==> config.mk <==
export PLATFORM = sky130hd
export DESIGN_NAME = psa_ctrl
export DESIGN_NICKNAME = d
export VERILOG_FILES = /design/src/rtl/psa_pkg.sv /design/src/rtl/psa_ctrl.sv
export SDC_FILE = /design/constraint.sdc
export NUM_CORES = 1
export LEC_CHECK = 0
export BUFFER_PORTS_ARGS = -buffer_cell sky130_fd_sc_hd__buf_2
export CORE_AREA = 10 10 47 49
export DETAILED_ROUTE_END_ITERATION = 16
export DIE_AREA = 0 0 57 59
export PLACE_DENSITY = 0.32
export SLEW_MARGIN = 20
export SYNTH_ARGS = -nofsm -noshare
export SYNTH_HDL_FRONTEND = slang
export SYNTH_SLANG_ARGS = --single-unit
==> constraint.sdc <==
create_clock -name clk -period 1 [get_ports clk]
set_input_delay 0 -clock clk [delete_from_list [all_inputs] [get_ports clk]]
set_output_delay 0 -clock clk [all_outputs]
set_load 0.01 [all_outputs]
==> src/rtl/psa_pkg.sv <==
// shared types and constants for the pooled slot allocator
package psa_pkg;

    localparam int MaxPockets = 16;
    localparam int UnitsMax   = 64;
    localparam int SlotW      = 6;
    localparam int CountW     = 7;
    localparam int HandleW    = 10;
    localparam int StatusW    = 2;

    localparam logic OP_ALLOC = 1'b0;
    localparam logic OP_FREE  = 1'b1;

    localparam logic [StatusW-1:0] ST_OK      = 2'd0;
    localparam logic [StatusW-1:0] ST_NO_POCK = 2'd1;
    localparam logic [StatusW-1:0] ST_BAD     = 2'd2;

    typedef enum logic [1:0] {
        S_IDLE,
        S_EXEC,
        S_OUT
    } state_t;

    typedef struct packed {
        logic load;
        logic exec;
    } cmd_t;

endpackage

==> src/rtl/psa_ctrl.sv <==
// controller: sequences load, execute and result transfer
module psa_ctrl (
    input  logic             clk,
    input  logic             rst_n,
    input  logic             in_valid,
    output logic             in_ready,
    output logic             out_valid,
    input  logic             out_ready,
    output psa_pkg::cmd_t    cmd
);

    psa_pkg::state_t state_reg, state_next;

    always_ff @(posedge clk or negedge rst_n)
    begin
        if (!rst_n)
            state_reg <= psa_pkg::S_IDLE;
        else
            state_reg <= state_next;
    end

    always_comb
    begin
        state_next = state_reg;
        in_ready   = 1'b0;
        out_valid  = 1'b0;
        cmd        = '0;
        case (state_reg)
            psa_pkg::S_IDLE:
            begin
                in_ready = 1'b1;
                if (in_valid)
                begin
                    cmd.load   = 1'b1;
                    state_next = psa_pkg::S_EXEC;
                end
            end
            psa_pkg::S_EXEC:
            begin
                cmd.exec   = 1'b1;
                state_next = psa_pkg::S_OUT;
            end
            psa_pkg::S_OUT:
            begin
                out_valid = 1'b1;
                in_ready  = out_ready;
                if (out_ready)
                begin
                    if (in_valid)
                    begin
                        cmd.load   = 1'b1;
                        state_next = psa_pkg::S_EXEC;
                    end
                    else
                        state_next = psa_pkg::S_IDLE;
                end
            end
            default: state_next = psa_pkg::S_IDLE;
        endcase
    end

    assert property (@(posedge clk) disable iff (!rst_n)
        cmd.exec |=> out_valid)
        else $error("result not presented after execute");
    assert property (@(posedge clk) disable iff (!rst_n)
        cmd.load |=> cmd.exec)
        else $error("execute did not follow load");
    assert property (@(posedge clk) disable iff (!rst_n)
        !(cmd.load && cmd.exec))
        else $error("load and execute together");

endmodule

==> impl_metrics.csv, run 1 <==
group,metric,value,unit
layout,largest_reg_flops,2,
clock_network,numCtsBuffers,3,
global_route,grt.total_usage,2.982,%
synthesis,yosysTopAreaCell,"dfrtp_1",
die,coreArea,0.001401,mm^2
detailed_routing,drc,0,
synthesis,ys_seq_elements,2,
global_route,antenna_found_initial,0,
clock_network,clock-sinks,2,
global_route,grt_max_degree,7,
power_and_ir_drop,p_int,0.0003048,W
synthesis,synth-edff-count,0,
clock_network,cts_buffer_depth,2,
critical_path,crit_fanout,3,
critical_path,critPathRequiredTime,1.00,ns
power_and_ir_drop,clock_power_share,42.0,%
timing,period_share,103.1,%
timing,fin_ws,-0.03117,ns
clock_network,root_buffer,"clkbuf_4",
power_and_ir_drop,ir_worst_vdd,0.0003466,V
critical_path,r2r_cells,3,
critical_path,endpoint_kind,"output pin",
critical_path,r2r_end,"state_reg[1]$_DFFE_PN0P_",
die,initial_utilization,8.304,%
timing,period_needed,1.031,ns
timing,final_hold_viol_count,0,
power_and_ir_drop,p_leak,0.1134,nW
clock_network,htree_levels,1,
critical_path,crit_type,"flop to output pin",
detailed_routing,post_drt_wl_per_cell,10.23,um
job,cap_viol_max_count,0,
critical_path,critPathLaunchType,"flop",
timing,worst_pin_slew,0.1450,ns
clock_network,cts_tree,"done",
placed_design,place_congestion,0.6602,
detailed_routing,via_per_inst,3.000,
detailed_routing,final_antenna_net_count,0,
detailed_routing,drtPass1Iterations,1,
power_and_ir_drop,seq_power_share,26.5,%
timing,slew_violations,0,
die,die-area,0.003363,mm^2
placed_design,placedCellCount,33,
layout,area_growth_syn_to_layout,87.10,%
critical_path,critPathArrivalTime,1.03,ns
synthesis,syn-mean-instance-area,10.58,um^2
die,num_rows,14,
power_and_ir_drop,power_density,1926,mW/mm^2
layout,nFillCells,170,
synthesis,yosys_warnings,0,
layout,nNetsFinal,29,
synthesis,ys_seq_area_share,43.01,%
global_route,grt_overflow,0,
min_path,hold_path_class,"input port to flop",
timing,timing.fmax,0.9698,GHz
critical_path,rrSetupSlack,0.09,ns
synthesis,synthArstFlopShare,100.0,%
synthesis,ys_top_cells_by_count,"dfrtp_1 (2), nor3b_1 (2)",
timing,slew_headroom,90.31,%
detailed_routing,drt_iter0_drc,0,
synthesis,synth_flop_cell,"dfrtp_1",
clock_network,cts.reportedPaths.clkPinSlew,0.03,ns
layout,n_antenna_cell,0,
die,die_h,59,um
global_route,grt_pass1_vias,138,
synthesis,yosysTopAreaCellShare,43.01,%
timing,setup_viol,1,
power_and_ir_drop,comb_power_share,31.6,%
layout,instances_no_fill,39,
synthesis,synthCells,11,
clock_network,clk_latency,0.22,ns
detailed_routing,vias,117,
timing,fin_skew,0.0002758,ns
synthesis,syn_nets,15,
power_and_ir_drop,p_sw_share,27.32,%
critical_path,crit_path_end,"cmd[1]",
run_status,violations,"negative setup slack",
layout,drive_gt1_share,69.57,%
synthesis,syn_area,116.4,um^2
critical_path,regToRegStartpoint,"state_reg[1]$_DFFE_PN0P_",
placed_design,portBuffers,7,
power_and_ir_drop,p_sw,0.0001146,W
global_route,grt_pass1_wl,621,um
die,die_w,57,um
synthesis,synth_area_leaders,"dfrtp_1 (43%), nor3b_1 (13%), nor2b_4 (12%), nor2b_2 (7.5%), a21o_1 (6.5%)",
run_status,status,"complete, but fails checks",
critical_path,startpoint,"state_reg[1]$_DFFE_PN0P_",
placed_design,hpwl,285.2,um
timing,rsz0062_at_grt,"yes",
power_and_ir_drop,p_total,0.0004194,W
detailed_routing,drt_wl_total,399,um
die,io_pins,8,
synthesis,synthDistinctLibCells,9,
-- metrics by stage --
step	utilization [%]	cell area [um^2]	setup slack [ns]	setup TNS [ns]	hold WS [ns]
final	15.54	217.7	-0.03117	-0.03117	0.05301
after global routing	15.54	217.7	-0.1205	-0.2608	0.04827
after CTS	14.91	209.0	-0.07095	-0.07095	0.04518
after detailed placement	11.70	163.9	0.1357	0	-0.2113
after global placement	11.70	163.9	0.1421	0	-0.2129
after floorplan	-	116.4	0.1790	0	-0.2956
-- metal layers --
metal,vias to the layer above,GRT usage [%],wire (um)
li1,59,-,-
met1,46,2.850,184
met2,10,1.860,124
met3,2,3.863,85
met4,0,5.034,4
met5,-,0,0
-- cells in the final DEF (no fill, tap or decap), drive strengths merged --
| cell type | synthesis | final |
|---|---|---|
| dfrtp | 2 | 2 |
| dlygate4sd3 | 0 | 1 |
| a21o | 1 | 1 |
| clkbuf | 0 | 3 |
| nor3b | 2 | 2 |
| nor2 | 1 | 1 |
| inv | 1 | 1 |
| buf | 1 | 9 |
| nor2b | 3 | 3 |
-- cell families (layout without fill, tap and decap cells) --
family	count (synthesis)	in the layout	synth area share, %
buffers and inverters	2	14	9.677
and+or+nand+nor	6	6	40.86
DFF	2	2	43.01
AOI/OAI and AO/OA	1	1	6.454
-- layout make-up --
type	count	area (um^2)	area share, %
Clock buffer	3	22.52	10.34
Inverter	1	3.754	1.724
Multi-Input combinational cell	7	60.06	27.59
Sequential cell	2	51.30	23.56
Tap cell	16	20.02	9.195
Timing Repair Buffer	10	60.06	27.59
-- worst max-delay path, stage by stage (launching register included) --
cell and delay, ns:
dfrtp_1 0.37, nor2b_4 0.14, nor3b_2 0.15, buf_2 0.15
-- power groups by stage --
stage | Combinational [W] | Sequential, W | Clock, W
final | 0.000132 | 0.000111 | 0.000176
after floorplan | 0.0000712 | 0.000109 | 0
after detailed placement | 0.000104 | 0.000112 | 0
after CTS | 0.000118 | 0.000112 | 0.000190
after global placement | 0.000103 | 0.000111 | 0
after global routing | 0.000145 | 0.000114 | 0.000206
-- repair_timing --
action                     in CTS  in global routing
setup endpoints to repair       1                  4
hold buffers                    1                  0
gates resized for setup         1                  1
gates cloned                    0                  0
hold endpoints to repair        2                  0
buffers inserted                1                  1
pin swaps                       0                  1
-- worst min-delay path by stage --
stage	end	cells after the start	startpoint	slack, ns
global route	state_reg[0]$_DFFE_PN0P_	2	in_valid	0.05
CTS	state_reg[0]$_DFFE_PN0P_	2	in_valid	0.05
finish	state_reg[0]$_DFFE_PN0P_	2	in_valid	0.05
floorplan	state_reg[0]$_DFFE_PN0P_	0	rst_n	-0.30
global placement	state_reg[0]$_DFFE_PN0P_	1	rst_n	-0.21
detailed placement	state_reg[0]$_DFFE_PN0P_	1	rst_n	-0.21
Note: power is estimated with default switching activity, not from simulation.
==> run 2: changes to the inputs <==
--- a/config.mk
+++ b/config.mk
@@ -7,6 +7,7 @@
 export LEC_CHECK = 0
 export BUFFER_PORTS_ARGS = -buffer_cell sky130_fd_sc_hd__buf_2
 export CORE_AREA = 10 10 47 49
+export CTS_BUF_LIST = sky130_fd_sc_hd__clkbuf_2
 export DETAILED_ROUTE_END_ITERATION = 16
 export DIE_AREA = 0 0 57 59
 export PLACE_DENSITY = 0.32
==> constraint.sdc (replaced) <==
create_clock -name clk -period 1.15 [get_ports clk]
set_input_delay 0.1725 -clock clk [delete_from_list [all_inputs] [get_ports clk]]
set_output_delay 0.1725 -clock clk [all_outputs]
set_load 0.01 [all_outputs]
==> impl_metrics.csv, run 2 (synthesis gave the netlist of run 1 again) <==
group,metric,value,unit
run_status,status,"complete, but fails checks",
run_status,violations,"negative setup slack",
timing,timing.fmax,0.8539,GHz
detailed_routing,drtPass1Iterations,1,
global_route,grt_overflow,0,
critical_path,crit_fanout,3,
layout,nNetsFinal,29,
power_and_ir_drop,comb_power_share,36.0,%
timing,period_needed,1.171,ns
clock_network,numCtsBuffers,3,
layout,largest_reg_flops,2,
global_route,grt_max_degree,7,
clock_network,cts_tree,"done",
timing,slew_violations,0,
timing,worst_pin_slew,0.1450,ns
layout,final_common_cell,"buf_2",
clock_network,root_buffer,"clkbuf_2",
critical_path,crit_type,"flop to output pin",
layout,ff_latch_area,51.30,um^2
power_and_ir_drop,ir_worst_vdd,0.0002586,V
die,die_w,57,um
detailed_routing,vias,116,
min_path,hold_path_class,"input port to flop",
timing,period_share,101.8,%
detailed_routing,post_drt_wl_per_cell,10.28,um
global_route,met1_usage,2.850,%
clock_network,clk_latency,0.19,ns
critical_path,regToRegStartpoint,"state_reg[1]$_DFFE_PN0P_",
global_route,top_usage_layer,"met4",
timing,fin_skew,0.0004521,ns
placed_design,hpwl,285.2,um
power_and_ir_drop,seq_power_share,30.2,%
die,die-area,0.003363,mm^2
critical_path,startpoint,"state_reg[1]$_DFFE_PN0P_",
min_path,min_from,"in_valid",
layout,most-common-layout-cells,"buf_2 (7), clkbuf_2 (3), buf_4 (2)",
power_and_ir_drop,p_int,0.0002193,W
clock_network,clock-sinks,2,
clock_network,cts_buffer_depth,2,
critical_path,critPathLaunchType,"flop",
layout,area_growth_syn_to_layout,80.64,%
detailed_routing,drc,0,
layout,nFillCells,167,
placed_design,portBuffers,7,
detailed_routing,drt_iter0_drc,0,
placed_design,place_congestion,0.6602,
timing,rsz0062_at_grt,"yes",
power_and_ir_drop,p_total,0.0003197,W
job,cap_viol_max_count,0,
die,initial_utilization,8.304,%
global_route,use_met3,3.863,%
critical_path,critPathRequiredTime,0.98,ns
clock_network,cts.reportedPaths.clkPinSlew,0.03,ns
global_route,antenna_found_initial,0,
timing,setup_viol,1,
global_route,grt_pass1_wl,621,um
global_route,grt.total_usage,2.982,%
layout,n_antenna_cell,0,
die,num_rows,14,
timing,fin_hold_ws,0.2583,ns
critical_path,endpoint_kind,"output pin",
power_and_ir_drop,p_sw_share,31.40,%
clock_network,htree_levels,1,
die,io_pins,8,
global_route,grt.met2_usage,1.860,%
power_and_ir_drop,power_density,1521,mW/mm^2
die,coreArea,0.001401,mm^2
detailed_routing,via_per_inst,2.974,
power_and_ir_drop,clock_power_share,33.8,%
detailed_routing,drt_wl_total,401,um
die,die_h,59,um
layout,multi_input_area,60.06,um^2
timing,final_hold_viol_count,0,
power_and_ir_drop,p_sw,0.0001004,W
global_route,grt_pass1_vias,138,
detailed_routing,final_antenna_net_count,0,
timing,slew_headroom,90.31,%
power_and_ir_drop,p_leak,0.1120,nW
layout,drive_gt1_share,69.57,%
timing,fin_ws,-0.02107,ns
critical_path,critPathArrivalTime,1.00,ns
-- run 2: per-layer routing --
layer | up-vias | wire length [um]
li1 | 58 | -
met1 | 46 | 185
met2 | 10 | 126
met3 | 2 | 85
met4 | 0 | 4
met5 | - | 0
-- run 2: power groups by stage --
stage | Clock, W | Sequential [W] | Combinational (W)
floorplan | 0 | 0.0000948 | 0.0000619
global placement | 0 | 0.0000963 | 0.0000894
detailed placement | 0 | 0.0000975 | 0.0000906
CTS | 0.000119 | 0.0000974 | 0.000102
global route | 0.000132 | 0.0000991 | 0.000126
finish | 0.000108 | 0.0000965 | 0.000115
-- run 2: repair_timing --
| item | CTS | global route |
|---|---|---|
| setup buffers | 1 | 1 |
| hold buffers | 1 | 0 |
| endpoints found under the setup margin | 1 | 4 |
| pin swaps | 0 | 1 |
| gates resized for setup | 1 | 1 |
| hold endpoints to repair | 2 | 0 |
-- run 2: critical path: stages, from the launching register on --
cell	delay, ns
dfrtp_1	0.37
nor2b_4	0.14
nor3b_2	0.15
buf_2	0.15
-- run 2: final cells by class --
class                           count  share of cell area [%]
Multi-Input combinational cell      7                   28.57
Clock buffer                        3                   7.143
Timing Repair Buffer               10                   28.57
Sequential cell                     2                   24.40
Inverter                            1                   1.786
Tap cell                           16                   9.524
-- run 2: stage by stage --
| step | std cells | setup slack [ns] | utilization [%] | TNS (ns) | area, um^2 |
|---|---|---|---|---|---|
| after floorplan | 11 | 0.1565 | - | 0 | 116.4 |
| after global placement | 33 | 0.1196 | 11.70 | 0 | 163.9 |
| after detailed placement | 33 | 0.1132 | 11.70 | 0 | 163.9 |
| after CTS | 38 | -0.06844 | 14.37 | -0.06844 | 201.4 |
| after global routing | 39 | -0.1253 | 15.00 | -0.2799 | 210.2 |
| final | 39 | -0.02107 | 15.00 | -0.02107 | 210.2 |
-- run 2: final timing paths --
check	end	slack [ns]	cells past startpoint
max in group asynchronous	state_reg[0]$_DFFE_PN0P_	0.73	2
hold reg to reg	state_reg[0]$_DFFE_PN0P_	0.50	1
hold / removal	state_reg[0]$_DFFE_PN0P_	0.26	2
setup reg to reg	state_reg[1]$_DFFE_PN0P_	0.24	3
min in group asynchronous	state_reg[1]$_DFFE_PN0P_	0.31	2
setup / recovery	cmd[1]	-0.02	3
==> run 3: changes to the inputs <==
--- a/config.mk
+++ b/config.mk
@@ -10,8 +10,10 @@
 export CTS_BUF_LIST = sky130_fd_sc_hd__clkbuf_2
 export DETAILED_ROUTE_END_ITERATION = 16
 export DIE_AREA = 0 0 57 59
+export GPL_TIMING_DRIVEN = 0
 export PLACE_DENSITY = 0.32
 export SLEW_MARGIN = 20
 export SYNTH_ARGS = -nofsm -noshare
 export SYNTH_HDL_FRONTEND = slang
 export SYNTH_SLANG_ARGS = --single-unit
+export TNS_END_PERCENT = 20
==> impl_metrics.csv, run 3 (synthesis gave the netlist of run 1 again) <==
group,metric,value,unit
critical_path,crit_type,"flop to output pin",
power_and_ir_drop,p_leak,0.1170,nW
placed_design,post-place-ws,0.1205,ns
timing,final_hold_viol_count,0,
timing,period_needed,1.200,ns
critical_path,crit_fanout,3,
critical_path,critical-path-slowest-cell,"dfrtp_1",
critical_path,critPathArrivalTime,1.03,ns
critical_path,rrSetupSlack,0.21,ns
power_and_ir_drop,power_density,1475,mW/mm^2
layout,nNetsFinal,30,
layout,stdcell_area,217.7,um^2
clock_network,clk_latency,0.19,ns
global_route,antenna_found_initial,0,
clock_network,cts_tree,"done",
placed_design,portBuffers,7,
timing,slew_headroom,90.30,%
power_and_ir_drop,comb_power_share,36.1,%
power_and_ir_drop,p_int,0.0002217,W
placed_design,place_congestion,0.6488,
detailed_routing,final_antenna_net_count,0,
min_path,min_to,"state_reg[0]$_DFFE_PN0P_",
critical_path,regToRegStartpoint,"state_reg[1]$_DFFE_PN0P_",
layout,drive_gt1_share,70.83,%
timing,fin_skew,0.004453,ns
power_and_ir_drop,seq_power_share,30.6,%
critical_path,path_cells,"nor2b_4 > nor3b_2 > buf_2",
power_and_ir_drop,p_sw,0.00009937,W
job,cap_viol_max_count,0,
die,die_w,57,um
placed_design,placedCellCount,34,
global_route,grt_pass1_wl,621,um
detailed_routing,drt_wl_total,376,um
global_route,grt_pass1_vias,136,
layout,area_growth_syn_to_layout,87.10,%
critical_path,critPathLaunchType,"flop",
timing,worst_pin_slew,0.1451,ns
min_path,hold_path_class,"input port to flop",
power_and_ir_drop,clock_power_share,33.3,%
timing,slew_violations,0,
run_status,status,"complete, but fails checks",
timing,fin_ws,-0.05016,ns
die,num_rows,14,
global_route,grt.total_usage,2.678,%
critical_path,r2r_cells,3,
die,die-area,0.003363,mm^2
run_status,violations,"negative setup slack",
detailed_routing,drtPass1Iterations,3,
layout,largest_reg_flops,2,
clock_network,clock-sinks,2,
die,die_h,59,um
critical_path,r2r_end,"state_reg[1]$_DFFE_PN0P_",
layout,instances_no_fill,40,
global_route,grt_max_degree,6,
clock_network,numCtsBuffers,3,
timing,period_share,104.4,%
min_path,min_from,"in_valid",
placed_design,dpl_cell_area,171.4,um^2
die,coreArea,0.001401,mm^2
detailed_routing,post_drt_wl_per_cell,9.400,um
die,initial_utilization,8.304,%
critical_path,endpoint_kind,"output pin",
detailed_routing,vias,116,
placed_design,hpwl,268.6,um
detailed_routing,via_per_inst,2.900,
layout,most-common-layout-cells,"buf_2 (7), buf_4 (3), clkbuf_2 (3)",
clock_network,htree_levels,1,
timing,setup_viol,2,
layout,n_antenna_cell,0,
die,io_pins,8,
clock_network,cts.reportedPaths.clkPinSlew,0.03,ns
critical_path,critPathRequiredTime,0.98,ns
min_path,holdPathStages,2,
detailed_routing,drt_iter0_drc,2,
power_and_ir_drop,ir_worst_vdd,0.0002643,V
critical_path,cpPeakStageDelay,0.39,ns
global_route,grt_overflow,0,
critical_path,startpoint,"state_reg[1]$_DFFE_PN0P_",
layout,final_common_cell,"buf_2",
timing,rsz0062_at_grt,"yes",
power_and_ir_drop,p_sw_share,30.95,%
clock_network,root_buffer,"clkbuf_2",
detailed_routing,drc,0,
timing,timing.fmax,0.8332,GHz
clock_network,cts_buffer_depth,2,
run 3: through the flow:
step	utilization, %	power [W]	hold WS (ns)	TNS, ns
floorplan	-	0.0001567	-0.1231	0
finish	15.54	0.0003211	0.2537	-0.09480
global route	15.54	0.0003503	0.2560	-0.2890
CTS	15.45	0.0003281	0.2419	-0.1248
detailed placement	12.23	0.0001947	-0.03966	0
global placement	12.23	0.0001931	-0.03985	0
run 3: power by group through the flow:
stage,combinational (W),clock [W],sequential [W]
after floorplan,0.0000619,0,0.0000948
after global placement,0.0000964,0,0.0000967
after detailed placement,0.0000970,0,0.0000977
after CTS,0.000117,0.000115,0.0000968
after global routing,0.000129,0.000121,0.000101
final,0.000116,0.000107,0.0000982
run 3: layout make-up:
class | instances | area, um^2
fill | 171 | 1184
multi-input combinational | 7 | 60.06
timing repair buffer | 10 | 60.06
sequential | 2 | 51.30
tap | 16 | 20.02
clock buffer | 3 | 15.01
buffer | 1 | 7.507
inverter | 1 | 3.754
run 3: layer usage:
metal  track usage, %  vias to the layer above  part of all wire, %
li1                 -                       61                    -
met1            2.966                       47                   48
met2            1.705                        8                   24
met3            4.292                        0                   27
met4            2.013                        0                    0
met5                0                        -                    0
run 3: timing repair:
| item | 4_1_cts | 5_1_grt |
|---|---|---|
| endpoints found under the setup margin | 2 | 3 |
| endpoints found under the hold margin | 2 | 0 |
| resized for setup | 1 | 1 |
| buffers inserted | 2 | 0 |
| hold buffers | 1 | 0 |
run 3: worst max-delay path: cells and delay by family, from the launching register on:
kind / cells / cell delay (ns)
and+or+nand+nor: 2 / 0.29
buffers and inverters: 1 / 0.15
DFF: 1 / 0.39
run 3: worst max path at each step:
stage / endpoint / slack (ns)
floorplan: cmd[1] / 0.16
detailed placement: cmd[1] / 0.12
CTS: cmd[0] / -0.06
finish: cmd[1] / -0.05
global route: cmd[1] / -0.14
global placement: cmd[1] / 0.13
